===== config.mk =====
export PLATFORM = sky130hd
export DESIGN_NAME = byte_stuffed_frame_builder_unit
export DESIGN_NICKNAME = d
export VERILOG_FILES = /design/src/hdl/bsfb_pkg.sv /design/src/hdl/byte_stuffed_frame_builder_unit.sv /design/src/hdl/bsfb_front.sv /design/src/hdl/bsfb_fifo.sv /design/src/hdl/bsfb_back.sv
export SDC_FILE = /design/constraint.sdc
export NUM_CORES = 1
export LEC_CHECK = 0
export ABC_AREA = 0
export ABC_CLOCK_PERIOD_IN_PS = 14850
export BUFFER_PORTS_ARGS = -buffer_cell sky130_fd_sc_hd__buf_4
export CAP_MARGIN = 20
export CORE_ASPECT_RATIO = 0.75
export CORE_MARGIN = 5
export CORE_UTILIZATION = 55
export CTS_CLUSTER_SIZE = 24
export DETAILED_ROUTE_END_ITERATION = 10
export PLACE_DENSITY = 0.72
export SLEW_MARGIN = 20
export SYNTH_ARGS = -nofsm -noshare
export SYNTH_HDL_FRONTEND = slang
export SYNTH_SLANG_ARGS = --single-unit

===== constraint.sdc =====
create_clock -name clock -period 14.85 [get_ports clock]
set_clock_uncertainty 0.1 [all_clocks]
set_input_delay 4.455 -clock clock [delete_from_list [all_inputs] [get_ports clock]]
set_output_delay 4.455 -clock clock [all_outputs]
set_load 0.005 [all_outputs]

===== src/hdl/bsfb_pkg.sv =====
`default_nettype none

package bsfb_pkg;

   // Default depth of the queue between the front and the back.
   localparam int FIFO_DEPTH_DEFAULT = 4;

   // Register indexes on the configuration port.
   localparam int CSR_INDEX_W = 3;
   localparam logic [CSR_INDEX_W-1:0] CSR_START_BYTE  = 3'd0;
   localparam logic [CSR_INDEX_W-1:0] CSR_END_BYTE    = 3'd1;
   localparam logic [CSR_INDEX_W-1:0] CSR_ESCAPE_BYTE = 3'd2;
   localparam logic [CSR_INDEX_W-1:0] CSR_COMMAND_ID  = 3'd3;
   localparam logic [CSR_INDEX_W-1:0] CSR_STATUS_ID   = 3'd4;

   // Output byte positions within the bytes caused by one input item.
   localparam int PHASE_W = 4;
   localparam logic [PHASE_W-1:0] PH_START  = 4'd0;
   localparam logic [PHASE_W-1:0] PH_CMD    = 4'd1;
   localparam logic [PHASE_W-1:0] PH_STATUS = 4'd2;
   localparam logic [PHASE_W-1:0] PH_SEQ    = 4'd3;
   localparam logic [PHASE_W-1:0] PH_ESC    = 4'd4;
   localparam logic [PHASE_W-1:0] PH_DATA   = 4'd5;
   localparam logic [PHASE_W-1:0] PH_SUM_HI = 4'd6;
   localparam logic [PHASE_W-1:0] PH_SUM_LO = 4'd7;
   localparam logic [PHASE_W-1:0] PH_END    = 4'd8;

   // Configuration register set.
   typedef struct packed {
      logic [7:0] start_byte;
      logic [7:0] end_byte;
      logic [7:0] escape_byte;
      logic [7:0] command_id;
      logic [7:0] status_id;
   } cfg_type;

   // One classified input item, as handed from the front to the back.
   typedef struct packed {
      logic        hdr;
      logic [7:0]  seq;
      logic        esc;
      logic [7:0]  payload;
      logic        last;
      logic [15:0] csum;
   } desc_type;

   // True when a byte collides with one of the three framing values.
   function automatic logic is_reserved(input cfg_type cfg, input logic [7:0] v);
      return (v == cfg.start_byte) || (v == cfg.end_byte) || (v == cfg.escape_byte);
   endfunction

endpackage

`default_nettype wire


===== src/hdl/byte_stuffed_frame_builder_unit.sv =====
`default_nettype none

// Byte-stuffing frame builder. Each payload byte on the req_ stream (tlast marks
// the final byte of a frame) produces one or more bytes on the rsp_ stream: the
// first byte of a frame is preceded by start byte, command id, status id and a
// sequence number that skips the three framing values; a payload byte that equals
// a framing value goes out as the escape byte and the byte XOR escape; the last
// byte is followed by the 16-bit additive checksum (high, low) and the end byte.
// rsp_tlast marks the last byte caused by one input transfer, rsp_tuser the end
// byte. The output runs at one byte per cycle while rsp_tready is high, through a
// single output register; one input transfer produces 1 to 9 output bytes (1 for a
// plain byte, 2 for an escaped one, plus 4 for a header and 3 for a trailer). The
// front classifies and accepts one transfer per cycle while the queue of FIFO_DEPTH
// entries has room. Write the configuration registers only while the block is idle.
module byte_stuffed_frame_builder_unit #(
   parameter int FIFO_DEPTH = bsfb_pkg::FIFO_DEPTH_DEFAULT
) (
   input  wire logic                             clock,
   input  wire logic                             reset,
   input  wire logic                             req_tvalid,
   output logic                                  req_tready,
   input  wire logic [7:0]                       req_tdata,  // payload_byte
   input  wire logic                             req_tlast,  // last_byte
   output logic                                  rsp_tvalid,
   input  wire logic                             rsp_tready,
   output logic [7:0]                            rsp_tdata,  // out_byte
   output logic                                  rsp_tlast,  // run_last
   output logic                                  rsp_tuser,  // frame_end
   input  wire logic                             csr_valid,
   output logic                                  csr_ready,
   input  wire logic [bsfb_pkg::CSR_INDEX_W-1:0] csr_index,
   input  wire logic [7:0]                       csr_data
);
   import bsfb_pkg::*;

   cfg_type  cfg_ff, cfg_in;
   logic     push;
   desc_type push_data;
   logic     fifo_full;
   logic     pop;
   logic     head_valid;
   desc_type head_data;

   // Configuration registers; indexes past the list are ignored.
   assign csr_ready = 1'b1;

   always_comb begin
      cfg_in = cfg_ff;
      if (csr_valid && csr_ready) begin
         unique case (csr_index)
            CSR_START_BYTE:  cfg_in.start_byte  = csr_data;
            CSR_END_BYTE:    cfg_in.end_byte    = csr_data;
            CSR_ESCAPE_BYTE: cfg_in.escape_byte = csr_data;
            CSR_COMMAND_ID:  cfg_in.command_id  = csr_data;
            CSR_STATUS_ID:   cfg_in.status_id   = csr_data;
            default:         cfg_in = cfg_ff;
         endcase
      end
   end

   always_ff @(posedge clock) begin
      if (reset) begin
         cfg_ff.start_byte  <= 8'd240;
         cfg_ff.end_byte    <= 8'd241;
         cfg_ff.escape_byte <= 8'd242;
         cfg_ff.command_id  <= 8'd2;
         cfg_ff.status_id   <= 8'd0;
      end else begin
         cfg_ff <= cfg_in;
      end
   end

   bsfb_front u_front (
      .clock      (clock),
      .reset      (reset),
      .cfg        (cfg_ff),
      .req_tvalid (req_tvalid),
      .req_tready (req_tready),
      .req_tdata  (req_tdata),
      .req_tlast  (req_tlast),
      .fifo_full  (fifo_full),
      .push       (push),
      .push_data  (push_data)
   );

   bsfb_fifo #(
      .DEPTH (FIFO_DEPTH)
   ) u_fifo (
      .clock      (clock),
      .reset      (reset),
      .push       (push),
      .push_data  (push_data),
      .full       (fifo_full),
      .pop        (pop),
      .head_valid (head_valid),
      .head_data  (head_data)
   );

   bsfb_back u_back (
      .clock      (clock),
      .reset      (reset),
      .cfg        (cfg_ff),
      .head_valid (head_valid),
      .head_data  (head_data),
      .pop        (pop),
      .rsp_tvalid (rsp_tvalid),
      .rsp_tready (rsp_tready),
      .rsp_tdata  (rsp_tdata),
      .rsp_tlast  (rsp_tlast),
      .rsp_tuser  (rsp_tuser)
   );

   // The closing end byte always ends the run of its input transfer.
   a_end_is_last: assert property (@(posedge clock) disable iff (reset)
      (rsp_tvalid && rsp_tuser) |-> rsp_tlast)
      else $error("end byte not marked as last of its run");

   // The closing end byte carries the configured end value.
   a_end_value: assert property (@(posedge clock) disable iff (reset)
      (rsp_tvalid && rsp_tuser) |-> (rsp_tdata == cfg_ff.end_byte))
      else $error("end byte does not match configuration");

   // The front never hands a descriptor to a full queue.
   a_no_push_full: assert property (@(posedge clock) disable iff (reset)
      push |-> !fifo_full)
      else $error("push into full queue");

endmodule

`default_nettype wire


===== src/hdl/bsfb_front.sv =====
`default_nettype none

module bsfb_front (
   input  wire logic              clock,
   input  wire logic              reset,
   input  wire bsfb_pkg::cfg_type cfg,
   input  wire logic              req_tvalid,
   output logic                   req_tready,
   input  wire logic [7:0]        req_tdata,  // payload_byte
   input  wire logic              req_tlast,  // last_byte
   input  wire logic              fifo_full,
   output logic                   push,
   output bsfb_pkg::desc_type     push_data
);
   import bsfb_pkg::*;

   logic        in_frame_ff, in_frame_in;
   logic [7:0]  seq_ff, seq_in;
   logic [15:0] sum_ff, sum_in;
   logic [15:0] sum_base;
   logic [15:0] sum_new;
   logic [7:0]  seq_next;

   assign req_tready = !fifo_full;
   assign push       = req_tvalid && req_tready;

   // Next sequence number: step past any reserved value, at most four steps.
   always_comb begin
      logic [7:0] s;
      logic       found;
      s     = seq_ff;
      found = 1'b0;
      for (int k = 0; k < 4; k++) begin
         if (!found) begin
            s     = s + 8'd1;
            found = !is_reserved(cfg, s);
         end
      end
      seq_next = s;
   end

   // Running checksum; a new frame starts from the two id bytes.
   assign sum_base = in_frame_ff ? sum_ff
                   : (16'(cfg.command_id) + 16'(cfg.status_id));
   assign sum_new  = sum_base + 16'(req_tdata);

   // Descriptor for the back.
   always_comb begin
      push_data.hdr     = !in_frame_ff;
      push_data.seq     = seq_next;
      push_data.esc     = is_reserved(cfg, req_tdata);
      push_data.payload = req_tdata;
      push_data.last    = req_tlast;
      push_data.csum    = sum_new;
   end

   // Frame state updates on each accepted transfer.
   always_comb begin
      in_frame_in = in_frame_ff;
      seq_in      = seq_ff;
      sum_in      = sum_ff;
      if (push) begin
         in_frame_in = !req_tlast;
         sum_in      = req_tlast ? 16'd0 : sum_new;
         if (!in_frame_ff) begin
            seq_in = seq_next;
         end
      end
   end

   always_ff @(posedge clock) begin
      if (reset) begin
         in_frame_ff <= 1'b0;
         seq_ff      <= 8'd0;
         sum_ff      <= 16'd0;
      end else begin
         in_frame_ff <= in_frame_in;
         seq_ff      <= seq_in;
         sum_ff      <= sum_in;
      end
   end

endmodule

`default_nettype wire


===== src/hdl/bsfb_fifo.sv =====
`default_nettype none

module bsfb_fifo #(
   parameter int DEPTH = 4
) (
   input  wire logic               clock,
   input  wire logic               reset,
   input  wire logic               push,
   input  wire bsfb_pkg::desc_type push_data,
   output logic                    full,
   input  wire logic               pop,
   output logic                    head_valid,
   output bsfb_pkg::desc_type      head_data
);
   import bsfb_pkg::*;

   localparam int PTR_W = (DEPTH > 1) ? $clog2(DEPTH) : 1;
   localparam int CNT_W = $clog2(DEPTH + 1);

   desc_type             entry_ff [DEPTH];
   logic [PTR_W-1:0]     wr_ptr_ff, wr_ptr_in;
   logic [PTR_W-1:0]     rd_ptr_ff, rd_ptr_in;
   logic [CNT_W-1:0]     count_ff, count_in;
   logic                 do_push;
   logic                 do_pop;

   assign full       = (count_ff == CNT_W'(DEPTH));
   assign head_valid = (count_ff != '0);
   assign head_data  = entry_ff[rd_ptr_ff];
   assign do_push    = push && !full;
   assign do_pop     = pop && head_valid;

   // Pointer and fill count updates.
   always_comb begin
      wr_ptr_in = wr_ptr_ff;
      rd_ptr_in = rd_ptr_ff;
      count_in  = count_ff;
      if (do_push) begin
         wr_ptr_in = (wr_ptr_ff == PTR_W'(DEPTH - 1)) ? '0 : wr_ptr_ff + PTR_W'(1);
      end
      if (do_pop) begin
         rd_ptr_in = (rd_ptr_ff == PTR_W'(DEPTH - 1)) ? '0 : rd_ptr_ff + PTR_W'(1);
      end
      if (do_push && !do_pop) begin
         count_in = count_ff + CNT_W'(1);
      end else if (do_pop && !do_push) begin
         count_in = count_ff - CNT_W'(1);
      end
   end

   always_ff @(posedge clock) begin
      if (reset) begin
         wr_ptr_ff <= '0;
         rd_ptr_ff <= '0;
         count_ff  <= '0;
      end else begin
         wr_ptr_ff <= wr_ptr_in;
         rd_ptr_ff <= rd_ptr_in;
         count_ff  <= count_in;
      end
   end

   // Entry storage needs no reset.
   always_ff @(posedge clock) begin
      if (do_push) begin
         entry_ff[wr_ptr_ff] <= push_data;
      end
   end

endmodule

`default_nettype wire


===== src/hdl/bsfb_back.sv =====
`default_nettype none

module bsfb_back (
   input  wire logic               clock,
   input  wire logic               reset,
   input  wire bsfb_pkg::cfg_type  cfg,
   input  wire logic               head_valid,
   input  wire bsfb_pkg::desc_type head_data,
   output logic                    pop,
   output logic                    rsp_tvalid,
   input  wire logic               rsp_tready,
   output logic [7:0]              rsp_tdata,  // out_byte
   output logic                    rsp_tlast,  // run_last
   output logic                    rsp_tuser   // frame_end
);
   import bsfb_pkg::*;

   logic               started_ff, started_in;
   logic [PHASE_W-1:0] phase_ff, phase_in;
   logic               valid_ff, valid_in;
   logic [7:0]         data_ff, data_in;
   logic               last_ff, last_in;
   logic               user_ff, user_in;
   logic               load;
   logic [PHASE_W-1:0] cur_phase;
   logic [PHASE_W-1:0] next_phase;
   logic               done;
   logic [7:0]         cur_byte;

   assign load = head_valid && (!valid_ff || rsp_tready);
   assign pop  = load && done;

   // The first byte of a fresh descriptor depends on its header and escape flags.
   always_comb begin
      if (started_ff) begin
         cur_phase = phase_ff;
      end else if (head_data.hdr) begin
         cur_phase = PH_START;
      end else if (head_data.esc) begin
         cur_phase = PH_ESC;
      end else begin
         cur_phase = PH_DATA;
      end
   end

   // Byte for the current position and the position that follows it.
   always_comb begin
      cur_byte   = head_data.payload;
      next_phase = PH_DATA;
      done       = 1'b0;
      unique case (cur_phase)
         PH_START: begin
            cur_byte   = cfg.start_byte;
            next_phase = PH_CMD;
         end
         PH_CMD: begin
            cur_byte   = cfg.command_id;
            next_phase = PH_STATUS;
         end
         PH_STATUS: begin
            cur_byte   = cfg.status_id;
            next_phase = PH_SEQ;
         end
         PH_SEQ: begin
            cur_byte   = head_data.seq;
            next_phase = head_data.esc ? PH_ESC : PH_DATA;
         end
         PH_ESC: begin
            cur_byte   = cfg.escape_byte;
            next_phase = PH_DATA;
         end
         PH_DATA: begin
            cur_byte   = head_data.esc ? (head_data.payload ^ cfg.escape_byte)
                                       : head_data.payload;
            next_phase = PH_SUM_HI;
            done       = !head_data.last;
         end
         PH_SUM_HI: begin
            cur_byte   = head_data.csum[15:8];
            next_phase = PH_SUM_LO;
         end
         PH_SUM_LO: begin
            cur_byte   = head_data.csum[7:0];
            next_phase = PH_END;
         end
         PH_END: begin
            cur_byte   = cfg.end_byte;
            next_phase = PH_END;
            done       = 1'b1;
         end
         default: begin
            cur_byte   = head_data.payload;
            next_phase = PH_DATA;
            done       = 1'b1;
         end
      endcase
   end

   // Sequencer position and output register.
   always_comb begin
      started_in = started_ff;
      phase_in   = phase_ff;
      valid_in   = valid_ff;
      data_in    = data_ff;
      last_in    = last_ff;
      user_in    = user_ff;
      if (load) begin
         started_in = !done;
         phase_in   = next_phase;
         valid_in   = 1'b1;
         data_in    = cur_byte;
         last_in    = done;
         user_in    = (cur_phase == PH_END);
      end else if (rsp_tready) begin
         valid_in = 1'b0;
      end
   end

   always_ff @(posedge clock) begin
      if (reset) begin
         started_ff <= 1'b0;
         phase_ff   <= PH_START;
         valid_ff   <= 1'b0;
      end else begin
         started_ff <= started_in;
         phase_ff   <= phase_in;
         valid_ff   <= valid_in;
      end
   end

   always_ff @(posedge clock) begin
      data_ff <= data_in;
      last_ff <= last_in;
      user_ff <= user_in;
   end

   assign rsp_tvalid = valid_ff;
   assign rsp_tdata  = data_ff;
   assign rsp_tlast  = last_ff;
   assign rsp_tuser  = user_ff;

endmodule

`default_nettype wire

# Word level (Yosys, flattened, before mapping)
# Memories as Yosys holds them, arrays and structs flattened. A register that Yosys moved wholly into a read port is not among the register bits.
# Cells that the tools add are included.
[classes]
eq_ne = 27
bitwise = 2
add_sub_neg = 10
mux = 24
n_reduce_logical = 40
[op_table]
columns = ["op", "n"]
rows = [
  ["equality test 8 bit", 12],
  ["case mux 8 bit (9 select lines)", 1],
  ["adder 8 x 1 -> 8 bit, second input constant", 4],
  ["2-to-1 mux 16 bit", 2],
  ["2-to-1 mux 8 bit", 4],
  ["case mux 4 bit (7 select lines)", 1],
  ["adder 16 x 8 -> 16 bit", 1],
  ["equality test 4 x 3 -> 1 bit, second input constant", 4],
  ["AND reduction 2 bit", 6],
  ["zero test 1 bit", 11],
  ["adder 8 x 8 -> 9 bit", 1],
  ["logical OR 1 bit", 9],
  ["equality test 4 x 2 -> 1 bit, second input constant", 2],
  ["2-to-1 mux 2 bit", 4],
  ["2-to-1 mux 4 bit", 2],
  ["bitwise XOR 8 bit", 1],
  ["logical AND 1 bit", 7],
  ["2-to-1 mux 1 bit", 7],
  ["OR reduction 7 bit", 1],
  ["equality test 3 x 2 -> 1 bit, second input constant", 2],
  ["equality test 3 bit, second input constant", 2],
  ["2-to-1 mux 3 bit", 2],
  ["adder 2 x 1 -> 2 bit, second input constant", 2],
  ["equality test 2 bit, second input constant", 2],
  ["other kinds (12)", 13],
]
[word_totals]
elab_cells = 121
mem_count = 1
inputBits = 25
mem_bits_rw = 140
output_inout_bits = 13
reg_bits = 88
[memory_table]
columns = ["name", "words", "word_bits", "read_ports", "rd_ports_with_merged_regs", "write_ports", "line", "source"]
rows = [
  ["u_fifo.entry_ff", 4, 35, 1, 1, 1, "bsfb_fifo.sv:20", "desc_type entry_ff [DEPTH];"],
]

# Depth between registers and ports, before layout
[depth]
word_depth = 12
ltp_mapped = 29
depth_no_buf = 23

# Hierarchy
# A second synthesis with hierarchy kept.
[hier_totals]
cells_unflattened = 1246
area_unflattened_um2 = 13798.2
[modules_own_cells]
columns = ["mod", "cells_each", "seq_area_each_um2", "n_inst", "area_each_um2"]
rows = [
  ["bsfb_fifo", 233, 4384.2, 1, 5556.6],
  ["bsfb_front", 651, 500.5, 1, 4931.0],
  ["bsfb_back", 208, 420.4, 1, 1689.1],
  ["byte_stuffed_frame_builder_unit", 154, 800.8, 1, 1621.6],
]

# Worst setup path after synthesis
# Ideal clock, no wire load.
[synth_path]
path_type = "input to register"
start = "input req_tdata[0]"
end = "register u_front.sum_ff[12]"
arrival_time_ns = 6.714
path_buffers = 0
setup_slack_ns = 7.971
cell_stages = 14
required_ns = 14.685
cell_sequence = "ha_1 inv_1 fa_1 nor2b_1 o21ai_0 a21boi_0 o21ai_0 a21boi_0 o21ai_0 nor2b_1 or3_1 a21oi_1 a22oi_1 nor2_1"
[synth_lines]
columns = ["element", "line", "source"]
rows = [
  ["from (decl)", "byte_stuffed_frame_builder_unit.sv:22", "input wire logic [7:0] req_tdata,"],
  ["to (signal assigned)", "bsfb_front.sv:79", "sum_ff <= sum_in;"],
  ["to (decl)", "bsfb_front.sv:19", "logic [15:0] sum_ff, sum_in;"],
]

==> out/results.ini <==
[run_status]
run_status=completed

[drt]
vias=10027
detail_route.vias_per_cell=6.50
drt_first_iter_violations=1279
drt_pass1_iterations=8
final_antenna_net_count=0
detail_route.wirelength_um=36600
route.detailed.drc=0
drt-wirelength-per-cell_um=23.7

[global_route]
initial_antenna_violation_count=1
grt-ovfl-total=0
grt_pass1_vias=9498
grt_first_pass_wirelength_um=56200
grt_max_degree=65
gr-usage-all-layers_pct=26.8

[sta]
post-route-min-period_ns=7.11
slew_headroom_pct=26.9
slew_viol_final=0
final.period_utilization_pct=47.9
max_clock_freq_mhz=141
tightestPinTransition_ns=1.10
timing.final.hold_violations=0
setup_viol=0
setup_repair_after_global_routing_missed_its_margin=false
finalSetupTns_ns=0

[flow_run]
number_of_max_cap_violations=0

[final_layout]
layout.cells.most_common=edfxtp_1
post-route-util_pct=60.3
final_cell_mix=edfxtp_1 (150), nor2_1 (110), nand2_1 (94), dfxtp_1 (79), xnor2_1 (75)
number_of_nets_in_the_final_layout=1272
areaGrowthSynthToFinish_pct=8.66
drive_gt1_share_pct=11.7

[synthesis]
synth_area_sq_um=13200
async_flop_share_pct=0
synthesis.area_per_instance_sq_um=10.7
yosys_warnings=0
synth-seq-cells=230
adder_cell_fraction_of_synth_area_pct=3.02
synthFlopType=edfxtp_1
syn_nets=1286
post_synth_inst_count=1231
muxShareOfSynthArea_pct=8.64
post_synth_xor_area_fraction_pct=10.4
ys_types=92
largest_family_of_logic_cells_by_synthesized_area=compound AO/OA/AOI/OAI gates
synth-edff-count=150
synth.yosys.seq_area_share_pct=46.3
post_synth_and_or_nand_nor_area_fraction_pct=13.7
synth_compound_area_share_pct=13.8

[hold_path]
holdCritPathClass=flip-flop to flip-flop

[worst_setup_path]
critical-path-max-stage-delay_ns=0.40
crit_path_launch_type=input pin
critical_path_peak_fanout=8
worstPathCellList=buf_4, ha_1, inv_1, fa_1, nor2b_1, o21ai_0, a21boi_0, o21ai_0, a21boi_0, o21ai_0, nor2b_1, or3_1, a21oi_1, a22oi_1, nor2_1
cpMaxStageDelayCell=fa_1
crit_path_leading_delay_family=compound AO/OA/AOI/OAI gates
timing_worst_setup_path_type=input pin to flip-flop
critical_path.most_common_cell=o21ai_0
crit_arrival_ns=7.45
endpoint_kind=flip-flop
worst-endpoint-required_ns=15.19
crit_buf_inv=2

[clock_network]
sink_count=230
cts.repair.resized=0
clk-insertion-delay-late_ns=0.53
tritoncts=done
cts_max_level=1
cts.hold.buffers_added=0
buffer_levels_on_the_longest_clock_path=3
cts_buffers=24
clock_pin_slew_reported_for_the_worst_setup_and_hold_paths_after_clock_tree_synthesis_ns=0.06
clock-root-buffer=clkbuf_16
postCtsSetupBuffers=0

[pwr]
pwr_cell_area_nw_per_um2=144
worst_ir_drop_vdd_mv=0.112
power.static_leakage_nw=5.03

[floorplan]
design.portCount=38
core_sq_um=23800
placement_rows=49
design.die.area_sq_um=27200
initial_core_util_pct=55.4
die_h_um=144
die_x_um=189

[placement]
dp_hpwl_um=25400
globalplace.congestion=0.993
place.port_buffers=36

## sequential cells by signal, indices dropped and copies added (netlist names), named ones only
| signal | count |
|---|---|
| u_fifo.entry_ff | 140 |
| u_front.seq_ff | 8 |
| u_back.started_ff | 1 |
| u_back.rsp_tlast | 1 |
| u_fifo.rd_ptr_ff | 2 |
| u_back.rsp_tuser | 1 |
| u_fifo.count_ff | 3 |
| cfg_ff | 40 |
| u_front.in_frame_ff | 1 |
| u_back.rsp_tvalid | 1 |
| u_back.phase_ff | 4 |
| u_fifo.wr_ptr_ff | 2 |
| u_front.sum_ff | 16 |
| u_back.rsp_tdata | 8 |
## layout make-up
cell class | instances | area [sq um]
multi-input combinational | 877 | 6570
inverter | 40 | 150
tap | 306 | 383
clock inverter | 9 | 97.6
sequential | 230 | 6110
antenna | 1 | 2.50
timing repair buffer | 44 | 330
fill | 1955 | 9460
clock buffer | 35 | 693
## metrics by stage
step | power [mW] | cells | setup slack, ns | hold WS, ns | cell area (sq um)
global placement | 1.45 | 1497 | 7.37 | 0.345 | 13500
floorplan | 1.27 | 1231 | 7.97 | 0.328 | 13200
CTS | 2.06 | 1541 | 7.82 | 0.356 | 14300
finish | 2.07 | 1542 | 7.74 | 0.352 | 14300
detailed placement | 1.46 | 1497 | 7.31 | 0.348 | 13500
global route | 2.16 | 1541 | 7.25 | 0.377 | 14300
## synthesized netlist by cell type, types with 5 or more instances
cell,instances,area [sq um]
a211oi_1,8,60.1
a21boi_0,8,60.1
a21o_1,9,67.6
a21oi_1,55,275
a221oi_1,6,52.6
a222oi_1,8,80.1
a22oi_1,14,105
a311oi_1,8,70.1
a31oi_1,10,62.6
a41oi_1,8,70.1
and2_1,10,62.6
and3_1,15,93.8
buf_1,8,30.0
buf_2,12,60.1
buf_4,6,45.0
clkbuf_1,52,195
dfxtp_1,80,1600
edfxtp_1,150,4500
ha_1,27,338
inv_1,38,143
mux2_2,9,101
mux2i_1,61,611
mux4_2,19,428
nand2_1,94,353
nand2b_1,13,81.3
nand3_1,29,145
nand4_1,12,75.1
nor2_1,111,417
nor2b_1,8,50.1
nor3_1,12,60.1
nor4_1,9,56.3
o2111ai_1,5,43.8
o211ai_1,8,60.1
o21ai_0,61,305
o221ai_1,9,78.8
o22ai_1,11,68.8
or3_1,15,93.8
xnor2_1,75,657
xnor3_1,12,270
xor2_1,35,307
## report_power, final
group / internal, mW / total, mW / switching, mW
Clock: 0.358 / 0.603 / 0.244
Sequential: 0.793 / 0.867 / 0.0740
Combinational: 0.232 / 0.596 / 0.364
Total: 1.38 / 2.07 / 0.683
## layer usage
metal | GRT usage [%] | share of wire, % | wire length (um) | vias to the layer above
li1 | - | - | - | 4538
met1 | 40.3 | 45 | 16400 | 4855
met2 | 38.7 | 41 | 15200 | 546
met3 | 6.44 | 11 | 3890 | 86
met4 | 7.82 | 3.2 | 1180 | 2
met5 | 0 | 0.019 | 7 | -
## cell families after synthesis
family / Yosys count
AOI/OAI and AO/OA: 266
xor gates and xnor gates: 129
adders and majority gates: 30
buffers and inverters: 124
DFF: 230
muxes: 89
other: 1
and+or+nand+nor: 362
## tightest hold or removal path, stage by stage, from the launching register on
cell and delay, ns:
dfxtp_1 0.31, nand2_1 0.05, a21oi_1 0.05
## final timing paths
kind | startpoint | slack (ns) | cells past startpoint | to
worst max-delay path | req_tdata[0] | 7.74 | 15 | u_front.sum_ff[14]
worst min-delay path | u_front.sum_ff[0] | 0.35 | 2 | u_front.sum_ff[0]
worst max register to register | u_front.seq_ff[0] | 7.84 | 21 | u_fifo.entry_ff[0][33]
worst min register to register | u_front.sum_ff[0] | 0.35 | 2 | u_front.sum_ff[0]
Power figures use the tool's default switching activity.
